### src/sv/rrc_pkg.sv
`timescale 1ns / 1ps
// ----------------------------------------------------------------------------
// rrc_pkg
// Shared widths and lane types for the RGB565 channel RMS combiner.
// ----------------------------------------------------------------------------
package rrc_pkg;

	// pixel layout
	localparam int PIX_W   = 16;
	localparam int BLUE_W  = 5;
	localparam int GREEN_W = 6;
	localparam int RED_W   = 5;
	localparam int BLUE_LSB  = 0;
	localparam int GREEN_LSB = 5;
	localparam int RED_LSB   = 11;
	localparam int NUM_CH  = 3;

	// lane order inside a stage
	localparam int LANE_BLUE  = 0;
	localparam int LANE_GREEN = 1;
	localparam int LANE_RED   = 2;

	// widest channel sets the lane widths
	localparam int CH_W   = GREEN_W;
	localparam int RAD_W  = 2 * CH_W;
	localparam int ROOT_W = CH_W;
	localparam int REM_W  = ROOT_W + 2;

	// one channel in flight through the root chain
	typedef struct packed {
		logic [RAD_W-1:0]  rad;
		logic [REM_W-1:0]  rem;
		logic [ROOT_W-1:0] root;
	} rrc_lane_t;

	typedef rrc_lane_t [NUM_CH-1:0] rrc_stage_t;

endpackage

### src/sv/rrc_pair_if.sv
`timescale 1ns / 1ps
// ----------------------------------------------------------------------------
// rrc_pair_if
// Channel carrying one pair of RGB565 source pixels.
// ----------------------------------------------------------------------------
interface rrc_pair_if import rrc_pkg::*; ();
	logic             valid;
	logic             ready;
	logic [PIX_W-1:0] pixel_a;
	logic [PIX_W-1:0] pixel_b;

	modport source (output valid, output pixel_a, output pixel_b, input ready);
	modport sink   (input valid, input pixel_a, input pixel_b, output ready);
endinterface

### src/sv/rrc_pix_if.sv
`timescale 1ns / 1ps
// ----------------------------------------------------------------------------
// rrc_pix_if
// Channel carrying one combined RGB565 pixel.
// ----------------------------------------------------------------------------
interface rrc_pix_if import rrc_pkg::*; ();
	logic             valid;
	logic             ready;
	logic [PIX_W-1:0] pixel_out;

	modport source (output valid, output pixel_out, input ready);
	modport sink   (input valid, input pixel_out, output ready);
endinterface

### src/sv/rrc_mean.sv
`timescale 1ns / 1ps
// ----------------------------------------------------------------------------
// rrc_mean
// Front stage: splits both pixels into channels and registers the
// halved sum of squares of each channel as the radicand of its lane.
// ----------------------------------------------------------------------------
module rrc_mean import rrc_pkg::*; (
	input  logic             clk,
	input  logic             arst_n,
	input  logic             adv,
	input  logic             in_valid,
	input  logic [PIX_W-1:0] pixel_a,
	input  logic [PIX_W-1:0] pixel_b,
	output logic             valid_s1,
	output rrc_stage_t       lanes_s1
);

	logic [CH_W-1:0]   ch_a [NUM_CH];
	logic [CH_W-1:0]   ch_b [NUM_CH];
	logic [RAD_W-1:0]  sq_a [NUM_CH];
	logic [RAD_W-1:0]  sq_b [NUM_CH];
	logic [RAD_W:0]    sum  [NUM_CH];
	rrc_stage_t        lanes_d;

	// channel split, narrow channels zero extended
	always_comb begin
		ch_a[LANE_BLUE]  = CH_W'(pixel_a[BLUE_LSB +: BLUE_W]);
		ch_b[LANE_BLUE]  = CH_W'(pixel_b[BLUE_LSB +: BLUE_W]);
		ch_a[LANE_GREEN] = CH_W'(pixel_a[GREEN_LSB +: GREEN_W]);
		ch_b[LANE_GREEN] = CH_W'(pixel_b[GREEN_LSB +: GREEN_W]);
		ch_a[LANE_RED]   = CH_W'(pixel_a[RED_LSB +: RED_W]);
		ch_b[LANE_RED]   = CH_W'(pixel_b[RED_LSB +: RED_W]);
	end

	// halved sum of squares per lane
	always_comb begin
		for (int i = 0; i < NUM_CH; i++) begin
			sq_a[i] = RAD_W'(ch_a[i]) * RAD_W'(ch_a[i]);
			sq_b[i] = RAD_W'(ch_b[i]) * RAD_W'(ch_b[i]);
			sum[i]  = (RAD_W+1)'(sq_a[i]) + (RAD_W+1)'(sq_b[i]);
			lanes_d[i].rad  = sum[i][RAD_W:1];
			lanes_d[i].rem  = '0;
			lanes_d[i].root = '0;
		end
	end

	// stage valid
	always_ff @(posedge clk or negedge arst_n) begin
		if (!arst_n) begin
			valid_s1 <= 1'b0;
		end else if (adv) begin
			valid_s1 <= in_valid;
		end
	end

	// stage payload
	always_ff @(posedge clk) begin
		if (adv) begin
			lanes_s1 <= lanes_d;
		end
	end

	// a transfer always lands in the stage
	a_accept_lands: assert property (@(posedge clk) disable iff (!arst_n)
		(adv && in_valid) |=> valid_s1)
		else $error("accepted pair did not enter the mean stage");

endmodule

### src/sv/rrc_root_cell.sv
`timescale 1ns / 1ps
// ----------------------------------------------------------------------------
// rrc_root_cell
// One cell of the square root chain: settles one root bit of every lane
// from the next two radicand bits and hands the lanes to the next cell.
// ----------------------------------------------------------------------------
module rrc_root_cell import rrc_pkg::*; (
	input  logic       clk,
	input  logic       arst_n,
	input  logic       adv,
	input  logic       in_valid,
	input  rrc_stage_t in_lanes,
	output logic       valid_q,
	output rrc_stage_t lanes_q
);

	logic [REM_W+1:0] cur   [NUM_CH];
	logic [REM_W+1:0] trial [NUM_CH];
	logic [REM_W+1:0] diff  [NUM_CH];
	rrc_stage_t       lanes_d;

	// restoring digit step per lane
	always_comb begin
		for (int i = 0; i < NUM_CH; i++) begin
			cur[i]   = {in_lanes[i].rem, in_lanes[i].rad[RAD_W-1 -: 2]};
			trial[i] = (REM_W+2)'({in_lanes[i].root, 2'b01});
			diff[i]  = cur[i] - trial[i];
			lanes_d[i].rad = {in_lanes[i].rad[RAD_W-3:0], 2'b00};
			if (cur[i] >= trial[i]) begin
				lanes_d[i].rem  = diff[i][REM_W-1:0];
				lanes_d[i].root = {in_lanes[i].root[ROOT_W-2:0], 1'b1};
			end else begin
				lanes_d[i].rem  = cur[i][REM_W-1:0];
				lanes_d[i].root = {in_lanes[i].root[ROOT_W-2:0], 1'b0};
			end
		end
	end

	// cell valid
	always_ff @(posedge clk or negedge arst_n) begin
		if (!arst_n) begin
			valid_q <= 1'b0;
		end else if (adv) begin
			valid_q <= in_valid;
		end
	end

	// cell payload
	always_ff @(posedge clk) begin
		if (adv) begin
			lanes_q <= lanes_d;
		end
	end

	// partial remainder never exceeds twice the partial root
	a_rem_bound: assert property (@(posedge clk) disable iff (!arst_n)
		valid_q |-> (lanes_q[LANE_GREEN].rem <= REM_W'({lanes_q[LANE_GREEN].root, 1'b0})))
		else $error("root cell remainder out of bound");

endmodule

### src/sv/rgb565_channel_rms_combine_core.sv
`timescale 1ns / 1ps
// ----------------------------------------------------------------------------
// rgb565_channel_rms_combine_core
// Per channel root mean square blend of two RGB565 pixels.
// ----------------------------------------------------------------------------
// Takes one pixel pair per clock unless the sink stalls, and returns one
// RGB565 pixel whose blue, green and red channels are each floor(sqrt(
// floor((a*a + b*b) / 2))) of the matching input channels. One stage forms
// the halved sum of squares, then a chain of six root cells settles one
// root bit per cell for all three channels at once. The last cell is the
// output register; when the sink stalls the whole chain holds, and
// pair.ready is low only while a finished pixel waits and blend.ready is low.
// ----------------------------------------------------------------------------
module rgb565_channel_rms_combine_core import rrc_pkg::*; (
	input  logic  clk,
	input  logic  arst_n,
	rrc_pair_if.sink  pair,
	rrc_pix_if.source blend
);

	logic       adv;
	logic       valid_s1;
	rrc_stage_t lanes_s1;
	logic       cell_valid [ROOT_W+1];
	rrc_stage_t cell_lanes [ROOT_W+1];

	// whole chain moves unless a finished pixel is stuck
	assign adv        = !blend.valid || blend.ready;
	assign pair.ready = adv;

	// mean stage
	rrc_mean u_mean (
		.clk      (clk),
		.arst_n   (arst_n),
		.adv      (adv),
		.in_valid (pair.valid),
		.pixel_a  (pair.pixel_a),
		.pixel_b  (pair.pixel_b),
		.valid_s1 (valid_s1),
		.lanes_s1 (lanes_s1)
	);

	assign cell_valid[0] = valid_s1;
	assign cell_lanes[0] = lanes_s1;

	// root chain, one bit per cell
	for (genvar k = 0; k < ROOT_W; k++) begin : g_cell
		rrc_root_cell u_cell (
			.clk      (clk),
			.arst_n   (arst_n),
			.adv      (adv),
			.in_valid (cell_valid[k]),
			.in_lanes (cell_lanes[k]),
			.valid_q  (cell_valid[k+1]),
			.lanes_q  (cell_lanes[k+1])
		);
	end

	// pack roots back into RGB565
	assign blend.valid     = cell_valid[ROOT_W];
	assign blend.pixel_out = {cell_lanes[ROOT_W][LANE_RED].root[RED_W-1:0],
		cell_lanes[ROOT_W][LANE_GREEN].root[GREEN_W-1:0],
		cell_lanes[ROOT_W][LANE_BLUE].root[BLUE_W-1:0]};

	// narrow channels never grow a root beyond their width
	a_narrow_roots: assert property (@(posedge clk) disable iff (!arst_n)
		blend.valid |-> (cell_lanes[ROOT_W][LANE_BLUE].root[ROOT_W-1] == 1'b0 &&
		cell_lanes[ROOT_W][LANE_RED].root[ROOT_W-1] == 1'b0))
		else $error("blue or red root exceeds channel width");

	// all radicand bits consumed at the end of the chain
	a_rad_used: assert property (@(posedge clk) disable iff (!arst_n)
		blend.valid |-> (cell_lanes[ROOT_W][LANE_GREEN].rad == '0))
		else $error("radicand not fully consumed");

	// stalled chain keeps the result in place
	a_stall_holds: assert property (@(posedge clk) disable iff (!arst_n)
		!adv |=> $stable(cell_lanes[ROOT_W]))
		else $error("result changed during a stall");

endmodule
### src/flat_wrapper.sv
// flat-port wrapper written by rule: the top's interface ports become plain ports
module rgb565_channel_rms_combine_core_flat import rrc_pkg::*;
  (clk, arst_n, pair_valid, pair_pixel_a, pair_pixel_b, pair_ready, blend_valid, blend_pixel_out, blend_ready);
  rrc_pair_if pair_i ();
  rrc_pix_if blend_i ();
  input  logic clk;
  input  logic arst_n;
  input wire logic [$bits(pair_i.valid)-1:0] pair_valid;
  input wire logic [$bits(pair_i.pixel_a)-1:0] pair_pixel_a;
  input wire logic [$bits(pair_i.pixel_b)-1:0] pair_pixel_b;
  output wire logic [$bits(pair_i.ready)-1:0] pair_ready;
  output wire logic [$bits(blend_i.valid)-1:0] blend_valid;
  output wire logic [$bits(blend_i.pixel_out)-1:0] blend_pixel_out;
  input wire logic [$bits(blend_i.ready)-1:0] blend_ready;
  assign pair_i.valid = pair_valid;
  assign pair_i.pixel_a = pair_pixel_a;
  assign pair_i.pixel_b = pair_pixel_b;
  assign pair_ready = pair_i.ready;
  assign blend_valid = blend_i.valid;
  assign blend_pixel_out = blend_i.pixel_out;
  assign blend_i.ready = blend_ready;
  rgb565_channel_rms_combine_core u_core (.clk(clk), .arst_n(arst_n), .pair(pair_i), .blend(blend_i));
endmodule
### config.mk
export PLATFORM = sky130hd
export DESIGN_NAME = rgb565_channel_rms_combine_core_flat
export DESIGN_NICKNAME = d
export VERILOG_FILES = /design/src/sv/rrc_pkg.sv /design/src/sv/rrc_pair_if.sv /design/src/sv/rrc_pix_if.sv /design/src/sv/rrc_mean.sv /design/src/sv/rrc_root_cell.sv /design/src/sv/rgb565_channel_rms_combine_core.sv /design/src/flat_wrapper.sv
export SDC_FILE = /design/constraint.sdc
export NUM_CORES = 1
export LEC_CHECK = 0
export BUFFER_PORTS_ARGS = -buffer_cell sky130_fd_sc_hd__buf_2
export CAP_MARGIN = 10
export CORE_MARGIN = 2
export CORE_UTILIZATION = 55
export CTS_CLUSTER_SIZE = 40
export DETAILED_ROUTE_END_ITERATION = 12
export GPL_ROUTABILITY_DRIVEN = 0
export GPL_TIMING_DRIVEN = 0
export PLACE_DENSITY_LB_ADDON = 0.1
export SYNTH_ARGS = -nofsm -noshare
export SYNTH_HDL_FRONTEND = slang
export SYNTH_SLANG_ARGS = --single-unit
### constraint.sdc
create_clock -name clk -period 14.9 [get_ports clk]
set_input_delay 0.745 -clock clk [delete_from_list [all_inputs] [get_ports clk]]
set_output_delay 0.745 -clock clk [all_outputs]
set_load 0.05 [all_outputs]
==> flow_metrics.tcl, run 1 <==
set metrics [dict create \
    ctsResizeCount 0 \
    clock_power_share_pct 19.0 \
    overflow 0 \
    cts-root-buf "clkbuf_16" \
    worstMarginPinSlew_ns 0.524 \
    path_delay_family "adder cells" \
    route.vias.total 8715 \
    coreArea_um2 28500 \
    tritoncts "yes" \
    post-route-period-util_pct 36.0 \
    hold_viol_final 0 \
    cpMaxStageDelayCell "fa_1" \
    critPathKind "in -> reg" \
    slew_headroom_pct 64.8 \
    clkSlewWorstSetupHoldPaths_ns 0.06 \
    synth_top_area_share_pct 51.8 \
    synth_cell_type_count 50 \
    post-layout-total-power_mw 3.57 \
    layout_setup_ws_ns 9.53 \
    dp_hpwl_um 15600 \
    drc 0 \
    synth-main-ff-cell "edfxtp_1" \
    max_freq_mhz 186 \
    skew_ns 0.00729 \
    postCtsSetupRepairBufs 0 \
    maxCapViolCount 0 \
    intPower_mw 2.41 \
    die_w_um 174 \
    hp-class "in -> async" \
    layout_common_cells "edfxtp_1, inv_1, ha_1, fa_1, nand2_1" \
    die_h_um 174 \
    async_reset_ff_share_pct 2.50 \
    syn_area_um2 15800 \
    leakage_nw 7.63 \
    crit_chain "clkbuf_1 > nand2_1 > fa_1 > fa_1 > inv_1 > ha_1 > a31o_2 > ha_1 > xor2_1 > ha_1 > inv_1 > fa_1 > fa_1 > inv_1 > ha_1 > nand2b_1 > a21boi_0 > o21ai_0 > a21oi_1 > xor2_1" \
    cts_hold_buffers 0 \
    comb_power_share_pct 37.9 \
    mostFrequentLayoutCell "edfxtp_1" \
    antenna_cells 0 \
    synth_seq_area_share_pct 52.9 \
    cp_num_buf_inv 4 \
    cts_sinks 280 \
    cp.arrival_ns 5.64 \
    endpoint_kind "flip-flop" \
    drtIter0Drc 318 \
    first_global_vias 8546 \
    rsz0062_at_grt "false" \
    portBuffers 52 \
    ant_nets 0 \
    cts-htree-levels 1 \
    period_minus_slack_ns 5.37 \
    final_nets 1595 \
    ys_seq_elements 280 \
    critical_path.max_stage_delay_ns 0.54 \
    seqPwrFrac_pct 43.1 \
    insertion_delay_ns 0.53 \
    antenna_found_initial 0 \
    fin_cells 1756 \
    clockBufferDepth 3 \
    synth_edf_count 273 \
    firstDrtPassIters 4 \
    wl_per_cell_um 12.0 \
    start_kind "primary input" \
    power_density_nw_per_um2 203 \
    drive_gt1_share_pct 10.1 \
    syn-mean-instance-area_um2 12.5 \
    path_max_fanout 9 \
    initial_core_util_pct 55.5 \
    grt.total_usage_pct 14.5 \
    cts_made_buffers 28 \
    switching_share_pct 32.4 \
    ioPinCount 54 \
    dieArea_um2 30200 \
    yosys-top-cells-area "edfxtp_1, ha_1, fa_1" \
    status "finished clean" \
    vias_per_cell 4.96 \
    synth_cells 1262 \
    grt_max_degree 75 \
    critical_path_required_ns 15.17 \
    routed_wl_um 21000 \
    hold_ws_ns 0.0400 \
    syn_to_final_growth_pct 11.2 \
    yosysTopAreaCell "edfxtp_1" \
    place_ws_ns 8.97 \
    synth_warnings 0 \
    slew_viol_final 0 \
    grt_pass1_wl_um 37400 \
    setup_violations 0 \
    rows 62 \
    setup_tns_ns 0 \
    p_switching_mw 1.16 \
    dp.cells 1704 \
    ir_drop_mv 0.106 \
]
[routing by layer]
metal	vias to the layer above	part of all wire, %	global-route usage, %
met3	29	3.3	1.93
met5	-	0	0
li1	4523	-	-
met4	0	1.7	3.85
met1	4051	48	19.7
met2	112	47	24.9
[synth_stat cells, types with 2 or more instances]
master and instances:
a211oi_1 10, a21o_1 8, a21oi_1 43, a31oi_1 4, a41o_1 2, and2_1 49
and3_1 7, buf_4 16, clkbuf_1 6, dfrtp_1 7, edfxtp_1 273, fa_1 69
ha_1 140, inv_1 195, mux2_2 16, mux2i_1 7, nand2_1 67, nand2b_1 17
nand3_1 17, nand4_1 3, nand4b_1 3, nor2_1 59, nor2b_1 22, nor3_1 27
nor4_1 6, nor4b_1 6, o2111ai_1 3, o211ai_1 6, o21a_1 19, o21ai_0 45
o21bai_1 7, o41ai_1 4, or2_2 4, or4_1 6, xnor2_1 46, xor2_1 29
[layout make-up]
cell class              count  area (um2)
repair buffers             56         370
clock buffers              36         752
fillers                  2324       10900
well taps                 384         480
clock inverters            16         154
multi-input cells         766        6580
flip-flops and latches    280        8370
inverters                 195         732
plain buffers              23         158
[power by group through the flow]
stage | clock, mW | sequential (mW) | combinational, mW
3_3_place_gp | 0 | 1.63 | 1.31
5_1_grt | 0.726 | 1.58 | 1.57
2_1_floorplan | 0 | 1.58 | 1.11
6_report | 0.677 | 1.54 | 1.35
3_5_place_dp | 0 | 1.56 | 1.36
4_1_cts | 0.699 | 1.54 | 1.37
[sequential cells by signal, indices dropped and copies added (netlist names)]
register / cells
u_core.u_mean.valid_s1: 1
u_core.g_cell.u_cell.lanes_q: 240
u_core.u_mean.lanes_s1: 33
u_core.g_cell.u_cell.valid_q: 6
[through the flow]
step                cell area (um2)  utilization [%]
floorplan                     15800                -
global placement              16600             58.1
detailed placement            16700             58.5
CTS                           17600             61.7
global route                  17600             61.7
finish                        17600             61.7
[logic make-up (layout without fill, tap and decap cells)]
group,after synthesis,count (layout),synth area share [%]
AOI/OAI and AO/OA,157,157,6.14
xor gates and xnor gates,75,75,4.15
adders and majority gates,209,209,19.8
buffers and inverters,218,326,5.60
DFF,280,280,52.9
muxes,24,24,1.68
other,1,3,0.0237
and+or+nand+nor,298,298,9.74
[worst register-to-register path: stages (launching register included)]
cell and delay, ns:
edfxtp_1 0.36, inv_1 0.06, ha_1 0.34, and3_1 0.17, nor4_1 0.40, nand4b_1 0.44, o21a_1 0.30
[final timing paths]
path / startpoint / to / slack [ns] / depth (start not counted)
worst max-delay path: pair_pixel_a[1] / u_core.u_mean.lanes_s1[22]$_DFFE_PP_ / 9.53 / 20
worst min-delay path: arst_n / u_core.g_cell[5].u_cell.valid_q$_DFFE_PN0P_ / 0.04 / 1
worst max register to register: u_core.g_cell[1].u_cell.lanes_q[0]$_DFFE_PP_ / u_core.g_cell[2].u_cell.lanes_q[9]$_DFFE_PP_ / 12.57 / 6
worst min register to register: u_core.g_cell[2].u_cell.lanes_q[47]$_DFFE_PP_ / u_core.g_cell[3].u_cell.lanes_q[49]$_DFFE_PP_ / 0.41 / 0
max in group asynchronous: arst_n / u_core.u_mean.valid_s1$_DFFE_PN0P_ / 14.71 / 1
min in group clk: u_core.g_cell[2].u_cell.lanes_q[47]$_DFFE_PP_ / u_core.g_cell[3].u_cell.lanes_q[49]$_DFFE_PP_ / 0.41 / 0
No activity file was read; power rests on OpenSTA's default activity.
==> run 2, diff against run 1 <==
clock period = 5.63 ns   (was 14.9 ns; I/O delays follow)
==> run 2 against run 1 <==
  * Sequential cell count is the same
  * Clock-buffer cell count shrank 5
  * Clock power grew to 2.7 times the previous value
  * Total power grew to 2.7 times the previous value
  * Critical path depth is the same
  * Die area is the same
  * Global-route usage grew 0.19 points
  * Critical path type unchanged
  * Largest power group unchanged
  * Highest routed layer unchanged
==> flow_metrics.tcl, run 2 (synthesized netlist as in run 1, its figures left out) <==
set metrics [dict create \
    maxCapViolCount 0 \
    hold_viol_final 0 \
    max_freq_mhz 203 \
    cts_sinks 280 \
    overflow 0 \
    ir_drop_mv 0.249 \
    period_minus_slack_ns 4.92 \
    rrSetupSlack_ns 3.31 \
    clkSlewWorstSetupHoldPaths_ns 0.06 \
    syn_to_final_growth_pct 11.2 \
    worstMarginPinSlew_ns 0.592 \
    cp.arrival_ns 5.19 \
    slew_headroom_pct 60.5 \
    setup_violations 0 \
    power_density_nw_per_um2 538 \
    grt_pass1_wl_um 38100 \
    timing.rr.start "u_core.g_cell[1].u_cell.lanes_q[1]$_DFFE_PP_" \
    critical_path_required_ns 5.90 \
    cts-htree-levels 1 \
    rsz0062_at_grt "false" \
    portBuffers 52 \
    fill_cells 2308 \
    mostFrequentLayoutCell "edfxtp_1" \
    vias_per_cell 4.93 \
    cts-root-buf "clkbuf_16" \
    hold_ws_ns 0.113 \
    final_util_pct 61.7 \
    place_ws_ns 0.165 \
    postLayoutCellArea_um2 17600 \
    ioPinCount 54 \
    slew_viol_final 0 \
    insertion_delay_ns 0.52 \
    skew_ns 0.00679 \
    place_area_um2 16600 \
    drive_gt1_share_pct 10.2 \
    drc 0 \
    antenna_found_initial 0 \
    routed_wl_um 21000 \
    rows 62 \
    clockBufferDepth 3 \
    drtIter0Drc 465 \
    final_nets 1595 \
    layout_setup_ws_ns 0.713 \
    largest_register_ffs 240 \
    wl_per_cell_um 11.9 \
    path_max_fanout 9 \
    dp_hpwl_um 15500 \
    die_w_um 174 \
    first_global_vias 8662 \
    route.vias.total 8665 \
    ant_nets 0 \
    reg2regPathDepth 6 \
    die_h_um 174 \
    hp-class "in -> async" \
    firstDrtPassIters 4 \
    r2r-end "u_core.g_cell[2].u_cell.lanes_q[9]$_DFFE_PP_" \
    antenna_cells 0 \
    grt_max_degree 122 \
    grt.total_usage_pct 14.7 \
    layout_common_cells "edfxtp_1, inv_1, ha_1, fa_1, nand2_1" \
    dieArea_um2 30200 \
    critPathKind "in -> reg" \
    cts_made_buffers 28 \
    regMostFlops "u_core.g_cell.u_cell.lanes_q" \
    initial_core_util_pct 55.5 \
    status "finished clean" \
    endpoint_kind "flip-flop" \
    start_kind "primary input" \
    coreArea_um2 28500 \
    post-route-period-util_pct 87.3 \
    reg_top3 "u_core.g_cell.u_cell.lanes_q: 240 flops, u_core.u_mean.lanes_s1: 33 flops, u_core.g_cell.u_cell.valid_q: 6 flops" \
    leakage_nw 7.63 \
    tritoncts "yes" \
]
[run 2: where the power goes]
group          switching [mW]  internal, mW
Combinational            1.98          1.59
Clock                   0.721          1.12
Sequential              0.374          3.70
Total                    3.07          6.40
[run 2: repair_timing]
| item | in CTS | in global routing |
|---|---|---|
| hold endpoints to repair | 8 | 0 |
| hold buffers | 2 | 0 |
| buffers inserted | 0 | 0 |
| resized for setup | 0 | 0 |
[run 2: layer usage]
| layer | vias up | share of wire (%) | global-route usage (%) |
|---|---|---|---|
| li1 | 4524 | - | - |
| met1 | 4012 | 48 | 20.2 |
| met2 | 101 | 46 | 24.8 |
| met3 | 28 | 3.6 | 2.32 |
| met4 | 0 | 1.6 | 3.43 |
| met5 | - | 0 | 0 |
[run 2: per-stage QoR]
step                      cells  TNS, ns  power (mW)
final                      1756        0        9.47
after global routing       1756        0        10.3
after CTS                  1756        0        9.58
after detailed placement   1702        0        7.69
after global placement     1700   -13.40        7.67
after floorplan            1264        0        7.02
[run 2: area by class of cell]
class / instances / area (um2) / area share [%]
clock inverters: 21 / 205 / 1.17
inverters: 195 / 732 / 4.16
multi-input cells: 766 / 6580 / 37.4
well taps: 384 / 480 / 2.73
flip-flops and latches: 280 / 8370 / 47.6
plain buffers: 23 / 164 / 0.931
clock buffers: 31 / 733 / 4.16
repair buffers: 56 / 335 / 1.90
[run 2: worst max-delay path by stage]
stage                                                      startpoint                                           to  slack [ns]  cells after the start
final                                                 pair_pixel_a[1]         u_core.u_mean.lanes_s1[22]$_DFFE_PP_        0.71                     20
after global routing                                  pair_pixel_a[1]         u_core.u_mean.lanes_s1[22]$_DFFE_PP_        0.42                     20
after CTS                                             pair_pixel_a[1]         u_core.u_mean.lanes_s1[22]$_DFFE_PP_        0.72                     20
after detailed placement                              pair_pixel_a[1]         u_core.u_mean.lanes_s1[22]$_DFFE_PP_        0.16                     20
after global placement                                    blend_ready                                   pair_ready       -0.56                      4
after floorplan           u_core.g_cell[5].u_cell.valid_q$_DFFE_PN0P_  u_core.g_cell[0].u_cell.valid_q$_DFFE_PN0P_        0.49                      3
[run 2: worst max-delay path, cell delays in order]
cell and delay [ns]:
clkbuf_1 0.25, nand2_1 0.17, fa_1 0.48, fa_1 0.51, inv_1 0.04, ha_1 0.27
a31o_2 0.23, ha_1 0.33, xor2_1 0.18, ha_1 0.27, inv_1 0.04, fa_1 0.46
fa_1 0.54, inv_1 0.04, ha_1 0.34, nand2b_1 0.07, a21boi_0 0.21, o21ai_0 0.15
a21oi_1 0.22, xor2_1 0.08
==> run 3, diff against run 2 <==
clock period = 4.4 ns   (was 5.63 ns; I/O delays follow)
==> run 3 against run 2 <==
  * Global-route usage is 0.24 points lower
  * Cell count is 0.40% lower
  * Sequential share of layout area hardly changed
  * Non-clock buffer count is 1 lower
  * Clock-buffer cell count is 4 higher
  * Clock skew hardly changed
==> flow_metrics.tcl, run 3 (synthesized netlist as in run 1, its figures left out) <==
set metrics [dict create \
    status "finished clean" \
    drive_gt1_share_pct 10.4 \
    cts_made_buffers 27 \
    path_max_fanout 9 \
    crit_start "pair_pixel_a[0]" \
    die_w_um 174 \
    slew_headroom_pct 42.2 \
    hold_ws_ns 0.0687 \
    clockBufferDepth 3 \
    grt_use_met1_pct 19.6 \
    start_kind "primary input" \
    maxCapViolCount 0 \
    grt.total_usage_pct 14.5 \
    antenna_found_initial 0 \
    ant_nets 0 \
    leakage_nw 7.60 \
    cts_sinks 280 \
    first_global_vias 8667 \
    regMostFlops "u_core.g_cell.u_cell.lanes_q" \
    largest_register_ffs 240 \
    skew_ns 0.00713 \
    cts-htree-levels 1 \
    grt_util_met2_pct 24.7 \
    grt_pass1_wl_um 37500 \
    worstMarginPinSlew_ns 0.867 \
    fill_cells 2302 \
    initial_core_util_pct 55.5 \
    drtIter0Drc 300 \
    postCtsSetupRepairBufs 0 \
    cpMaxStageDelayCell "fa_1" \
    overflow 0 \
    tritoncts "yes" \
    final_nets 1593 \
    firstDrtPassIters 6 \
    hold_viol_final 0 \
    layout_common_cells "edfxtp_1, inv_1, ha_1, fa_1, nand2_1" \
    routed_wl_um 20700 \
    cp.arrival_ns 4.47 \
    endpoint_kind "flip-flop" \
    mostFrequentLayoutCell "edfxtp_1" \
    setup_violations 0 \
    power_density_nw_per_um2 682 \
    critPathKind "in -> reg" \
    coreArea_um2 28500 \
    grt-busiest-layer "met2" \
    route.vias.total 8670 \
    setup_tns_ns 0 \
    die_h_um 174 \
    hp-class "in -> async" \
    clkSlewWorstSetupHoldPaths_ns 0.06 \
    ir_drop_mv 0.330 \
    vias_per_cell 4.96 \
    antenna_cells 0 \
    wl_per_cell_um 11.8 \
    path_delay_family "adder cells" \
    drc 0 \
    dieArea_um2 30200 \
    portBuffers 52 \
    max_freq_mhz 238 \
    slew_viol_final 0 \
    cts-root-buf "clkbuf_16" \
    critical_path.max_stage_delay_ns 0.51 \
    timing.rr.start "u_core.g_cell[2].u_cell.lanes_q[33]$_DFFE_PP_" \
    syn_to_final_growth_pct 11.1 \
    period_minus_slack_ns 4.21 \
    insertion_delay_ns 0.52 \
    path_common_cell "fa_1" \
    reg_top3 "u_core.g_cell.u_cell.lanes_q: 240 flops, u_core.u_mean.lanes_s1: 33 flops, u_core.g_cell.u_cell.valid_q: 6 flops" \
    cp_num_buf_inv 4 \
    use_met3_pct 2.04 \
    dp_hpwl_um 15200 \
    rsz0062_at_grt "true" \
    critical_path_required_ns 4.67 \
    post-route-period-util_pct 95.6 \
    crit_chain "buf_4 > nand2_1 > fa_1 > fa_1 > inv_1 > ha_1 > a31o_2 > ha_4 > xor2_1 > ha_1 > inv_2 > fa_1 > fa_1 > inv_2 > ha_4 > nand2b_1 > a21boi_2 > o21ai_1 > a21oi_1 > xor2_1" \
    rows 62 \
    ioPinCount 54 \
    grt_max_degree 186 \
]
## run 3: final cells by class
| cell class | count | area, um2 | share of cell area [%] |
|---|---|---|---|
| inverters | 195 | 732 | 4.16 |
| plain buffers | 23 | 196 | 1.12 |
| flip-flops and latches | 280 | 8370 | 47.6 |
| well taps | 384 | 480 | 2.73 |
| clock buffers | 35 | 706 | 4.01 |
| repair buffers | 55 | 318 | 1.81 |
| clock inverters | 11 | 130 | 0.740 |
| multi-input cells | 766 | 6650 | 37.8 |
## run 3: through the flow
step / instance area (um2) / setup WS, ns / instances / utilization [%] / power [mW]
global placement: 16700 / -0.395 / 1700 / 58.4 / 9.77
CTS: 17600 / 0.0649 / 1749 / 61.5 / 12.1
floorplan: 15900 / -0.174 / 1264 / - / 8.96
detailed placement: 16700 / -0.496 / 1701 / 58.5 / 9.88
finish: 17600 / 0.191 / 1749 / 61.6 / 12.0
global route: 17600 / -0.0261 / 1749 / 61.6 / 13.1
## run 3: routing by layer
metal	up-vias	part of all wire, %
met1	4021	48
met2	105	47
met5	-	0
met4	0	1.8
met3	29	3.6
li1	4515	-
## run 3: power breakdown
part           switching [mW]  internal [mW]
combinational            2.52           2.07
clock                   0.883           1.30
sequential              0.485           4.74
total                    3.89           8.10
## run 3: worst paths after layout
kind / to / slack (ns) / depth (start not counted)
max in group asynchronous: u_core.g_cell[5].u_cell.valid_q$_DFFE_PN0P_ / 4.18 / 2
worst max-delay path: u_core.u_mean.lanes_s1[22]$_DFFE_PP_ / 0.19 / 20
worst max register to register: u_core.g_cell[3].u_cell.lanes_q[35]$_DFFE_PP_ / 2.07 / 6
worst min-delay path: u_core.g_cell[0].u_cell.valid_q$_DFFE_PN0P_ / 0.07 / 2
min in group clk: u_core.u_mean.lanes_s1[14]$_DFFE_PP_ / 0.08 / 2
worst min register to register: u_core.g_cell[3].u_cell.lanes_q[50]$_DFFE_PP_ / 0.41 / 0
## run 3: repair_timing
item	4_1_cts	5_1_grt
gates resized for setup	0	11
hold buffers	2	0
endpoints found under the hold margin	8	0
setup endpoints to repair	0	4
